## src/cycle_timer_bank_assert.svh

```systemverilog
// assertion macros for the cycle timer bank rtl
// no dependencies; included inside module bodies
`ifndef CYCLE_TIMER_BANK_ASSERT_SVH
`define CYCLE_TIMER_BANK_ASSERT_SVH

// same-cycle implication, disabled while reset is low
`define CTB_ASSERT_IMP(label, clk, rst_n, ante, cons, msg) \
    label: assert property (@(posedge clk) disable iff (!rst_n) (ante) |-> (cons)) \
        else $error(msg);

// next-cycle implication, disabled while reset is low
`define CTB_ASSERT_NXT(label, clk, rst_n, ante, cons, msg) \
    label: assert property (@(posedge clk) disable iff (!rst_n) (ante) |=> (cons)) \
        else $error(msg);

`endif

```

## src/ctb_pkg.sv

```systemverilog
// types and constants of the cycle timer bank
// no dependencies; imported by ctb_ram users and the top level
package ctb_pkg;

    // bank size defaults
    localparam int NUM_TIMERS_DEF = 8;
    localparam int NUM_CPUS_DEF   = 4;

    // configuration port
    localparam int          CFG_NUM     = 4;
    localparam int          CFG_IDX_W   = 3;
    localparam logic [31:0] FRAME_RESET = 32'd25000;

    // action codes
    localparam logic [2:0] ACT_ALLOC    = 3'd0;
    localparam logic [2:0] ACT_ADVANCE  = 3'd1;
    localparam logic [2:0] ACT_FREE     = 3'd2;
    localparam logic [2:0] ACT_ZERO_CPU = 3'd3;
    localparam logic [2:0] ACT_ZERO_ONE = 3'd4;
    localparam logic [2:0] ACT_ZERO_ALL = 3'd5;

    // result kinds
    localparam logic KIND_REPLY = 1'b0;
    localparam logic KIND_FIRED = 1'b1;

    // input beat
    typedef struct packed {
        logic [2:0]  action;
        logic [31:0] period_cycles;
        logic [1:0]  cpu_select;
        logic        auto_free;
        logic [15:0] handler_data;
        logic [15:0] cycles;
        logic [2:0]  timer_index;
    } t_in_item;

    // output beat
    typedef struct packed {
        logic        result_kind;
        logic [2:0]  timer_id;
        logic [15:0] fired_data;
        logic        last_result;
    } t_out_item;

    // static part of one timer entry
    typedef struct packed {
        logic [1:0]  cpu;
        logic        auto_free;
        logic [31:0] period;
        logic [15:0] data;
    } t_timer_cfg;

endpackage

```

## src/ctb_ram.sv

```systemverilog
// generic single write port, single read port ram with registered read
// no dependencies
module ctb_ram #(
    parameter int WIDTH = 32,
    parameter int DEPTH = 8
) (
    input  logic                     i_clk,
    input  logic                     i_we,
    input  logic [$clog2(DEPTH)-1:0] i_waddr,
    input  logic [WIDTH-1:0]         i_wdata,
    input  logic [$clog2(DEPTH)-1:0] i_raddr,
    output logic [WIDTH-1:0]         o_rdata
);
    logic [WIDTH-1:0] r_mem [DEPTH];
    logic [WIDTH-1:0] r_rdata;

    // write and registered read
    always_ff @(posedge i_clk) begin
        if (i_we) begin
            r_mem[i_waddr] <= i_wdata;
        end
        r_rdata <= r_mem[i_raddr];
    end

    assign o_rdata = r_rdata;
endmodule

```

## src/cycle_timer_bank.sv

```systemverilog
// cycle timer bank top level: command fsm, sweep engine and output stage
// depends on ctb_pkg, ctb_ram and cycle_timer_bank_assert.svh
//
// usage
//   input channel (i_in_valid / o_in_ready / i_in_item) takes one command beat
//   at a time; o_in_ready is high only while no command is in progress.
//   output channel (o_out_valid / i_out_ready / o_out_item) is one output
//   register; the last beat caused by a command has last_result set.
//   config channel (i_cfg_valid / o_cfg_ready / i_cfg_index / i_cfg_data) is
//   always ready and writes frame cycle limits, index 0..3; others ignored.
// command handling
//   free and zero one complete in the accept cycle. allocate: the reply is
//   loaded from S_ALLOC once the output register is free. advance, zero cpu
//   counts, zero all: the sweep reads one timer entry per cycle from the entry
//   rams unless stalled, modifies it and writes the count back.
// reset
//   all timers free, frame limits 25000, no output pending; the rams are not
//   cleared at reset.
// stall
//   a stalled receiver holds the sweep on the current timer until the fired
//   beat ahead of it leaves the output register.
module cycle_timer_bank #(
    parameter int NUM_TIMERS = ctb_pkg::NUM_TIMERS_DEF,
    parameter int NUM_CPUS   = ctb_pkg::NUM_CPUS_DEF
) (
    input  logic                                 i_clk,
    input  logic                                 i_rst_n,
    input  logic                                 i_in_valid,
    output logic                                 o_in_ready,
    input  ctb_pkg::t_in_item                    i_in_item,
    output logic                                 o_out_valid,
    input  logic                                 i_out_ready,
    output ctb_pkg::t_out_item                   o_out_item,
    input  logic                                 i_cfg_valid,
    output logic                                 o_cfg_ready,
    input  logic [ctb_pkg::CFG_IDX_W-1:0]        i_cfg_index,
    input  logic [31:0]                          i_cfg_data
);
    import ctb_pkg::*;
    `include "cycle_timer_bank_assert.svh"

    localparam int TW = $clog2(NUM_TIMERS);
    localparam int IW = (TW > 3) ? TW : 3;
    localparam int CW = $bits(t_timer_cfg);

    typedef enum logic [1:0] {
        S_IDLE,
        S_ALLOC,
        S_SWEEP,
        S_FLUSH
    } t_state;

    t_state             r_state, n_state;
    t_in_item           r_cmd, n_cmd;
    logic [TW-1:0]      r_cur, n_cur;
    logic               r_pend_valid, n_pend_valid;
    logic [2:0]         r_pend_num, n_pend_num;
    logic [15:0]        r_pend_data, n_pend_data;
    logic               r_out_valid, n_out_valid;
    t_out_item          r_out, n_out;
    logic [NUM_TIMERS-1:0] r_enabled, n_enabled;
    logic [31:0]        r_frame [CFG_NUM];

    // ram ports
    logic               cfg_we;
    logic [TW-1:0]      cfg_waddr;
    t_timer_cfg         cfg_wdata;
    logic [CW-1:0]      cfg_rdata;
    t_timer_cfg         cfg_rd;
    logic               cnt_we;
    logic [TW-1:0]      cnt_waddr;
    logic [31:0]        cnt_wdata;
    logic [31:0]        cnt_rd;
    logic [TW-1:0]      raddr;

    // helpers
    logic               in_acc;
    logic               out_free;
    logic               in_idx_ok;
    logic [IW-1:0]      in_idx_ext;
    logic [TW-1:0]      in_idx;
    logic               in_cpu_ok;
    logic               cmd_cpu_ok;
    logic               got;
    logic [TW-1:0]      got_idx;
    logic [IW-1:0]      got_ext;
    logic [IW-1:0]      cur_ext;
    logic               cur_last;
    logic               cur_match;
    logic [32:0]        sum;
    logic [31:0]        sat_cnt;
    logic               fire;
    logic               sweep_stall;
    logic [31:0]        alloc_period;

    assign cfg_rd = t_timer_cfg'(cfg_rdata);

    ctb_ram #(.WIDTH(CW), .DEPTH(NUM_TIMERS)) u_cfg_ram (
        .i_clk   (i_clk),
        .i_we    (cfg_we),
        .i_waddr (cfg_waddr),
        .i_wdata (CW'(cfg_wdata)),
        .i_raddr (raddr),
        .o_rdata (cfg_rdata)
    );

    ctb_ram #(.WIDTH(32), .DEPTH(NUM_TIMERS)) u_cnt_ram (
        .i_clk   (i_clk),
        .i_we    (cnt_we),
        .i_waddr (cnt_waddr),
        .i_wdata (cnt_wdata),
        .i_raddr (raddr),
        .o_rdata (cnt_rd)
    );

    assign o_in_ready  = (r_state == S_IDLE);
    assign o_out_valid = r_out_valid;
    assign o_out_item  = r_out;
    assign o_cfg_ready = 1'b1;

    assign in_acc   = i_in_valid && (r_state == S_IDLE);
    assign out_free = !r_out_valid || i_out_ready;

    // index and cpu range checks
    assign in_idx_ext = IW'(i_in_item.timer_index);
    assign in_idx     = in_idx_ext[TW-1:0];
    assign in_idx_ok  = int'(i_in_item.timer_index) < NUM_TIMERS;
    assign in_cpu_ok  = int'(i_in_item.cpu_select) < NUM_CPUS;
    assign cmd_cpu_ok = int'(r_cmd.cpu_select) < NUM_CPUS;

    // lowest free timer from index 1
    always_comb begin
        got     = 1'b0;
        got_idx = '0;
        for (int t = NUM_TIMERS - 1; t >= 1; t--) begin
            if (!r_enabled[t]) begin
                got     = 1'b1;
                got_idx = TW'(t);
            end
        end
    end
    assign got_ext = IW'(got_idx);

    // one-shot period clamp
    assign alloc_period = (r_cmd.auto_free && r_cmd.period_cycles > r_frame[r_cmd.cpu_select])
                          ? r_frame[r_cmd.cpu_select] : r_cmd.period_cycles;

    // saturating count update and fire test for the entry on the read port
    assign cur_ext   = IW'(r_cur);
    assign cur_last  = (r_cur == TW'(NUM_TIMERS - 1));
    assign cur_match = r_enabled[r_cur] && (cfg_rd.cpu == r_cmd.cpu_select);
    assign sum       = {1'b0, cnt_rd} + 33'(r_cmd.cycles);
    assign sat_cnt   = sum[32] ? 32'hFFFF_FFFF : sum[31:0];
    assign fire      = (r_cmd.action == ACT_ADVANCE) && cur_match && (sat_cnt >= cfg_rd.period);
    assign sweep_stall = (r_state == S_SWEEP) && fire && r_pend_valid && !out_free;

    // next state and datapath
    always_comb begin
        n_state      = r_state;
        n_cmd        = r_cmd;
        n_cur        = r_cur;
        n_pend_valid = r_pend_valid;
        n_pend_num   = r_pend_num;
        n_pend_data  = r_pend_data;
        n_out_valid  = r_out_valid;
        n_out        = r_out;
        n_enabled    = r_enabled;
        cfg_we       = 1'b0;
        cfg_waddr    = got_idx;
        cfg_wdata    = '{cpu: r_cmd.cpu_select, auto_free: r_cmd.auto_free,
                         period: alloc_period, data: r_cmd.handler_data};
        cnt_we       = 1'b0;
        cnt_waddr    = r_cur;
        cnt_wdata    = '0;
        raddr        = r_cur;

        // output register drains
        if (r_out_valid && i_out_ready) begin
            n_out_valid = 1'b0;
        end

        case (r_state)
            S_IDLE: begin
                if (in_acc) begin
                    n_cmd = i_in_item;
                    n_cur = '0;
                    raddr = '0;
                    case (i_in_item.action)
                        ACT_ALLOC: begin
                            n_state = S_ALLOC;
                        end
                        ACT_ADVANCE, ACT_ZERO_CPU: begin
                            if (in_cpu_ok) begin
                                n_state = S_SWEEP;
                            end
                        end
                        ACT_ZERO_ALL: begin
                            n_state = S_SWEEP;
                        end
                        ACT_FREE: begin
                            if (in_idx_ok) begin
                                n_enabled[in_idx] = 1'b0;
                            end
                        end
                        ACT_ZERO_ONE: begin
                            if (in_idx_ok && r_enabled[in_idx]) begin
                                cnt_we    = 1'b1;
                                cnt_waddr = in_idx;
                            end
                        end
                        default: begin
                        end
                    endcase
                end
            end

            // claim a free entry when one exists and the cpu is valid, and reply
            S_ALLOC: begin
                if (out_free) begin
                    n_out_valid = 1'b1;
                    n_out       = '{result_kind: KIND_REPLY, timer_id: 3'd0,
                                    fired_data: 16'd0, last_result: 1'b1};
                    if (got && cmd_cpu_ok) begin
                        n_out.timer_id     = got_ext[2:0];
                        cfg_we             = 1'b1;
                        cnt_we             = 1'b1;
                        cnt_waddr          = got_idx;
                        n_enabled[got_idx] = 1'b1;
                    end
                    n_state = S_IDLE;
                end
            end

            // one entry per cycle unless stalled, next entry read ahead
            S_SWEEP: begin
                if (!sweep_stall) begin
                    raddr = cur_last ? r_cur : r_cur + TW'(1);
                    case (r_cmd.action)
                        ACT_ADVANCE: begin
                            if (cur_match) begin
                                cnt_we    = 1'b1;
                                cnt_wdata = fire ? 32'd0 : sat_cnt;
                            end
                            if (fire) begin
                                if (r_pend_valid) begin
                                    n_out_valid = 1'b1;
                                    n_out       = '{result_kind: KIND_FIRED,
                                                    timer_id: r_pend_num,
                                                    fired_data: r_pend_data,
                                                    last_result: 1'b0};
                                end
                                n_pend_valid = 1'b1;
                                n_pend_num   = cur_ext[2:0];
                                n_pend_data  = cfg_rd.data;
                                if (cfg_rd.auto_free) begin
                                    n_enabled[r_cur] = 1'b0;
                                end
                            end
                        end
                        ACT_ZERO_CPU: begin
                            if (r_cur != '0 && cfg_rd.cpu == r_cmd.cpu_select) begin
                                cnt_we = 1'b1;
                            end
                        end
                        ACT_ZERO_ALL: begin
                            if (r_enabled[r_cur]) begin
                                cnt_we = 1'b1;
                            end
                        end
                        default: begin
                        end
                    endcase
                    if (cur_last) begin
                        n_state = S_FLUSH;
                    end else begin
                        n_cur = r_cur + TW'(1);
                    end
                end
            end

            // last fired beat of an advance, if any
            S_FLUSH: begin
                if (!r_pend_valid) begin
                    n_state = S_IDLE;
                end else if (out_free) begin
                    n_out_valid  = 1'b1;
                    n_out        = '{result_kind: KIND_FIRED, timer_id: r_pend_num,
                                     fired_data: r_pend_data, last_result: 1'b1};
                    n_pend_valid = 1'b0;
                    n_state      = S_IDLE;
                end
            end

            default: begin
                n_state = S_IDLE;
            end
        endcase
    end

    // state and registered outputs
    always_ff @(posedge i_clk) begin
        if (!i_rst_n) begin
            r_state      <= S_IDLE;
            r_pend_valid <= 1'b0;
            r_out_valid  <= 1'b0;
            r_enabled    <= '0;
            r_cur        <= '0;
            for (int c = 0; c < CFG_NUM; c++) begin
                r_frame[c] <= FRAME_RESET;
            end
        end else begin
            r_state      <= n_state;
            r_pend_valid <= n_pend_valid;
            r_out_valid  <= n_out_valid;
            r_enabled    <= n_enabled;
            r_cur        <= n_cur;
            if (i_cfg_valid && int'(i_cfg_index) < CFG_NUM) begin
                r_frame[i_cfg_index[1:0]] <= i_cfg_data;
            end
        end
        r_cmd       <= n_cmd;
        r_pend_num  <= n_pend_num;
        r_pend_data <= n_pend_data;
        r_out       <= n_out;
    end

    // checks
    `CTB_ASSERT_IMP(a_timer0_free, i_clk, i_rst_n, 1'b1, !r_enabled[0], "timer 0 was claimed")
    `CTB_ASSERT_IMP(a_idle_no_pend, i_clk, i_rst_n, r_state == S_IDLE, !r_pend_valid, "fired beat left pending")
    `CTB_ASSERT_NXT(a_stall_holds, i_clk, i_rst_n, sweep_stall, $stable(r_cur) && r_state == S_SWEEP, "sweep moved while stalled")
    `CTB_ASSERT_NXT(a_alloc_reply, i_clk, i_rst_n, r_state == S_ALLOC && out_free, r_out_valid && r_out.result_kind == KIND_REPLY && r_out.last_result, "allocate reply missing")

endmodule
```

## config.mk

```make
export PLATFORM = sky130hd
export DESIGN_NAME = cycle_timer_bank
export DESIGN_NICKNAME = d
export VERILOG_FILES = /design/src/ctb_pkg.sv /design/src/ctb_ram.sv /design/src/cycle_timer_bank.sv
export VERILOG_INCLUDE_DIRS = /design/src /design/src/src
export SDC_FILE = /design/constraint.sdc
export NUM_CORES = 1
export LEC_CHECK = 0
export BUFFER_PORTS_ARGS = -buffer_cell sky130_fd_sc_hd__buf_2
export CORE_UTILIZATION = 28
export CTS_BUF_LIST = sky130_fd_sc_hd__clkbuf_8
export CTS_CLUSTER_DIAMETER = 100
export DETAILED_ROUTE_END_ITERATION = 16
export PLACE_DENSITY = 0.41
export SLEW_MARGIN = 15
export SYNTH_ARGS = -nofsm -noshare
export SYNTH_HDL_FRONTEND = slang
export SYNTH_SLANG_ARGS = --single-unit
```

## constraint.sdc

```tcl
create_clock -name i_clk -period 11.9 [get_ports i_clk]
set_clock_uncertainty 0.15 [all_clocks]
set_input_delay 0.595 -clock i_clk [delete_from_list [all_inputs] [get_ports i_clk]]
set_output_delay 0.595 -clock i_clk [all_outputs]
set_load 0.005 [all_outputs]
```

==> impl_metrics.py <==
metrics = {
    "power_and_ir_drop": {
        "power.density_nw_per_um2": 162.1,
        "clkPwrFrac": 0.393,
        "power_frac_comb": 0.107,
        "max-vdd-ir-drop_uv": 101.3,
        "intPower_mw": 6.103,
        "p_sw_mw": 2.114,
        "switching_share": 0.2573,
        "power_leakage_nw": 17.27,
        "pwr-share-seq": 0.500,
    },
    "global_routing": {
        "grt_pass1_wl_um": 160500,
        "grt_usage": 0.1379,
        "met2_usage": 0.2390,
        "antenna_found_initial": 4,
        "overflow": 0,
        "grt_most_used_layer": "met2",
        "grt_pass1_vias": 25390,
        "use_met3": 0.02935,
        "grt_max_degree": 123,
        "met1_usage": 0.1716,
    },
    "finish": {
        "areaGrowthSynthToFinish_pct": 17.72,
        "final_area_sq_um": 50690,
        "drive_gt1_frac": 0.1856,
        "layout.nets": 3327,
    },
    "synth": {
        "synth_most_common_cell": "edfxtp_1",
        "synth-simple-area-share": 0.06273,
        "synth.area.top_cells": "edfxtp_1 63%, mux2i_1 12%, dfxtp_1 4.6%",
        "syn_inst": 2740,
        "syn_area_per_cell_sq_um": 15.72,
        "synth_common_cells": "902 x edfxtp_1, 499 x mux2i_1, 134 x nand2_1",
        "ys_types": 78,
        "dominantRegCellSynth": "edfxtp_1",
        "synth.mux.area_fraction": 0.1589,
        "synth_xor_area_frac": 0.004271,
        "synth-seq-area-share": 0.6755,
        "synth_top_area_share": 0.6290,
        "synthesis.area_sq_um": 43060,
        "synth_warnings": 0,
        "synth_top_family_by_area": "multiplexers",
        "yosysTopAreaCell": "edfxtp_1",
        "synth_edf_count": 902,
        "postSynth.asyncResetShare": 0,
        "synth-seq-cells": 1002,
        "synth_compound_area_frac": 0.04042,
        "synthAdderAreaFrac": 0.02452,
    },
    "route": {
        "via_count": 23750,
        "drt_first_pass_iters": 5,
        "final_antenna_net_count": 0,
        "drc_errors": 0,
        "routedWlPerCell_um": 20.13,
        "drt_iter0_drc": 1067,
        "avgViaCountPerCell": 4.462,
        "totalWireLength_um": 107100,
    },
    "die": {
        "rows": 143,
        "die_h_um": 394.2,
        "die-area_sq_um": 155400,
        "design.portCount": 137,
        "core_area_sq_um": 152300,
        "fp.dieW_um": 394.2,
        "initial_utilization": 0.2828,
    },
    "worst_setup_path": {
        "cp-start-kind": "register",
        "cp_top_family": "compound AO/OA/AOI/OAI gates",
        "cp_slowest_stage_delay_ps": 970,
        "r2r-start": "r_cmd[3]",
        "crit_buf_inv": 2,
        "arrival_ps": 8950,
        "crit_type": "register to register",
        "startpoint": "r_cmd[3]",
        "crit_fanout": 122,
        "crit_path_end_kind": "register",
        "r2r_setup_slack_ps": 3560,
        "cp_cell_sequence": "ha_1 -> fa_1 -> a21o_1 -> a21oi_1 -> o211ai_1 -> a22oi_1 -> o21a_1 -> nor3_1 -> nand3_1 -> nand2_1 -> ha_1 -> nand4_1 -> or3_1 -> a221o_1 -> a31o_1 -> a311o_1 -> o211ai_4 -> buf_12 -> buf_4 -> mux2i_1 -> mux2i_1 -> mux2_2",
        "critPathRequiredTime_ps": 12510,
        "slowest_stage": "buf_4",
    },
    "clock_tree": {
        "clkTransAtPathRegs_ps": 60,
        "cts_inserted_buffers": 178,
        "cts_tree": "yes",
        "clock_sinks": 1002,
        "clock_path_buffers": 3,
        "root_buffer": "clkbuf_8",
        "post_cts_buffers": 0,
        "htreeDepth": 4,
        "clk_latency_ps": 900,
    },
    "place": {
        "place.gp.congestion": 0.7734,
        "dpl.hpwl_um": 64650,
        "place_area_sq_um": 45940,
        "numPortBuffers": 135,
    },
    "timing": {
        "max_freq_mhz": 119.9,
        "finalSetupTns_ps": 0,
        "period_share": 0.7011,
        "finalSetupViolCount": 0,
        "fin_hold_ws_ps": 253.0,
        "rsz0062_at_grt": "false",
        "worstMarginPinSlew_ps": 1137,
        "period_needed_ps": 8343,
        "finalMaxSlewViolations": 0,
        "relSlewSlack": 0.2343,
        "finalHoldViolCount": 0,
    },
    "worst_hold_path": {
        "worstHoldStart": "u_cfg_ram.o_rdata[7]",
        "min_path_type": "register to register",
    },
    "job": {
        "maxCapViolCount": 0,
    },
    "outcome": {
        "outcome": "completed",
    },
}
[cell usage in the layout (no fill, tap or decap), drive strengths merged, types with 36 or more instances in the layout]
cell type    netlist  routed
conb               2      52
a31oi             41      41
buf               67     186
dfxtp            100     100
clkbuf            69     195
and2             128     128
nor2              52      52
clkinv             1      64
nand2            134     134
ha                82      82
nor2b             43      43
mux2              92      92
inv               82     146
o21ai             56      56
a21oi             94      94
mux4              36      36
mux2i            499     499
edfxtp           902     902
dlygate4sd3        0     111
[power groups by stage]
| stage | sequential, mW | clock (mW) | combinational [mW] |
|---|---|---|---|
| finish | 4.11 | 3.23 | 0.877 |
| global route | 4.12 | 3.51 | 0.979 |
| CTS | 4.11 | 3.36 | 0.895 |
| detailed placement | 4.18 | 0 | 0.860 |
| global placement | 4.18 | 0 | 0.843 |
| floorplan | 4.14 | 0 | 0.600 |
[kinds of logic after synthesis]
| kind of cell | count (synthesis) |
|---|---|
| and+or+nand+nor | 503 |
| buffers and inverters | 219 |
| xor gates and xnor gates | 21 |
| AOI/OAI and AO/OA | 282 |
| adders and majority gates | 84 |
| DFF | 1002 |
| muxes | 627 |
| other | 2 |
[worst reg2reg max path, stage by stage (launching register included)]
cell	delay, ps
edfxtp_1	370
ha_1	240
fa_1	400
a21o_1	200
a21oi_1	270
o211ai_1	130
a22oi_1	390
o21a_1	290
nor3_1	160
nand3_1	820
nand2_1	350
ha_1	410
nand4_1	140
or3_1	410
a221o_1	320
a31o_1	260
a311o_1	390
o211ai_4	100
buf_12	580
buf_4	1090
mux2i_1	360
mux2i_1	90
mux2_2	280
[final cells by class]
cell class                      count  area, sq um
Timing Repair Buffer              297         2207
Tap cell                         2030         2540
Antenna cell                        7        17.52
Sequential cell                  1002        29090
Fill cell                       14750       101600
Clock inverter                    140        939.7
Clock buffer                      195         2684
Inverter                           83        314.1
Multi-Input combinational cell   1569        12900
[through the flow]
stage / std cells / util / worst slack (ps) / power, mW
final: 5323 / 0.3329 / 3557 / 8.217
after global routing: 5322 / 0.3329 / 2919 / 8.611
after global placement: 4870 / 0.3017 / 3674 / 5.023
after floorplan: 2790 / - / 5460 / 4.742
after CTS: 5316 / 0.3328 / 3417 / 8.364
after detailed placement: 4870 / 0.3017 / 3422 / 5.044
[metal layers]
metal  part of all wire  vias to the layer above  wire [um]
met5            0.00012                        -         13
met2               0.50                      427      53700
met4              0.020                        2       2137
met3              0.038                      182       4096
li1                   -                    11200          -
met1               0.44                    11940      47180
[state kept, by name, indices dropped and copies added, names as in the netlist, 2 cells and up, named ones only]
| signal | cells |
|---|---|
| u_cfg_ram.r_mem | 408 |
| u_cnt_ram.r_mem | 256 |
| r_frame | 128 |
| r_cmd | 51 |
| u_cfg_ram.o_rdata | 51 |
| u_cnt_ram.o_rdata | 32 |
| o_out_item | 21 |
| cfg_wdata | 19 |
| r_pend_data | 16 |
| r_enabled | 8 |
| cur_ext | 3 |
| r_pend_num | 3 |
| r_state | 2 |
[what timing repair did]
| action | CTS | global route |
|---|---|---|
| endpoints found under the hold margin | 214 | 0 |
| gates resized for setup | 0 | 0 |
| hold buffers | 111 | 0 |
[worst paths after layout]
path,endpoint,cells past startpoint
min reg2reg,r_pend_data[7],0
min,r_pend_data[7],0
max reg2reg,u_cfg_ram.o_rdata[4],22
max,u_cfg_ram.o_rdata[4],22
No activity file was read; power rests on OpenSTA's default activity.
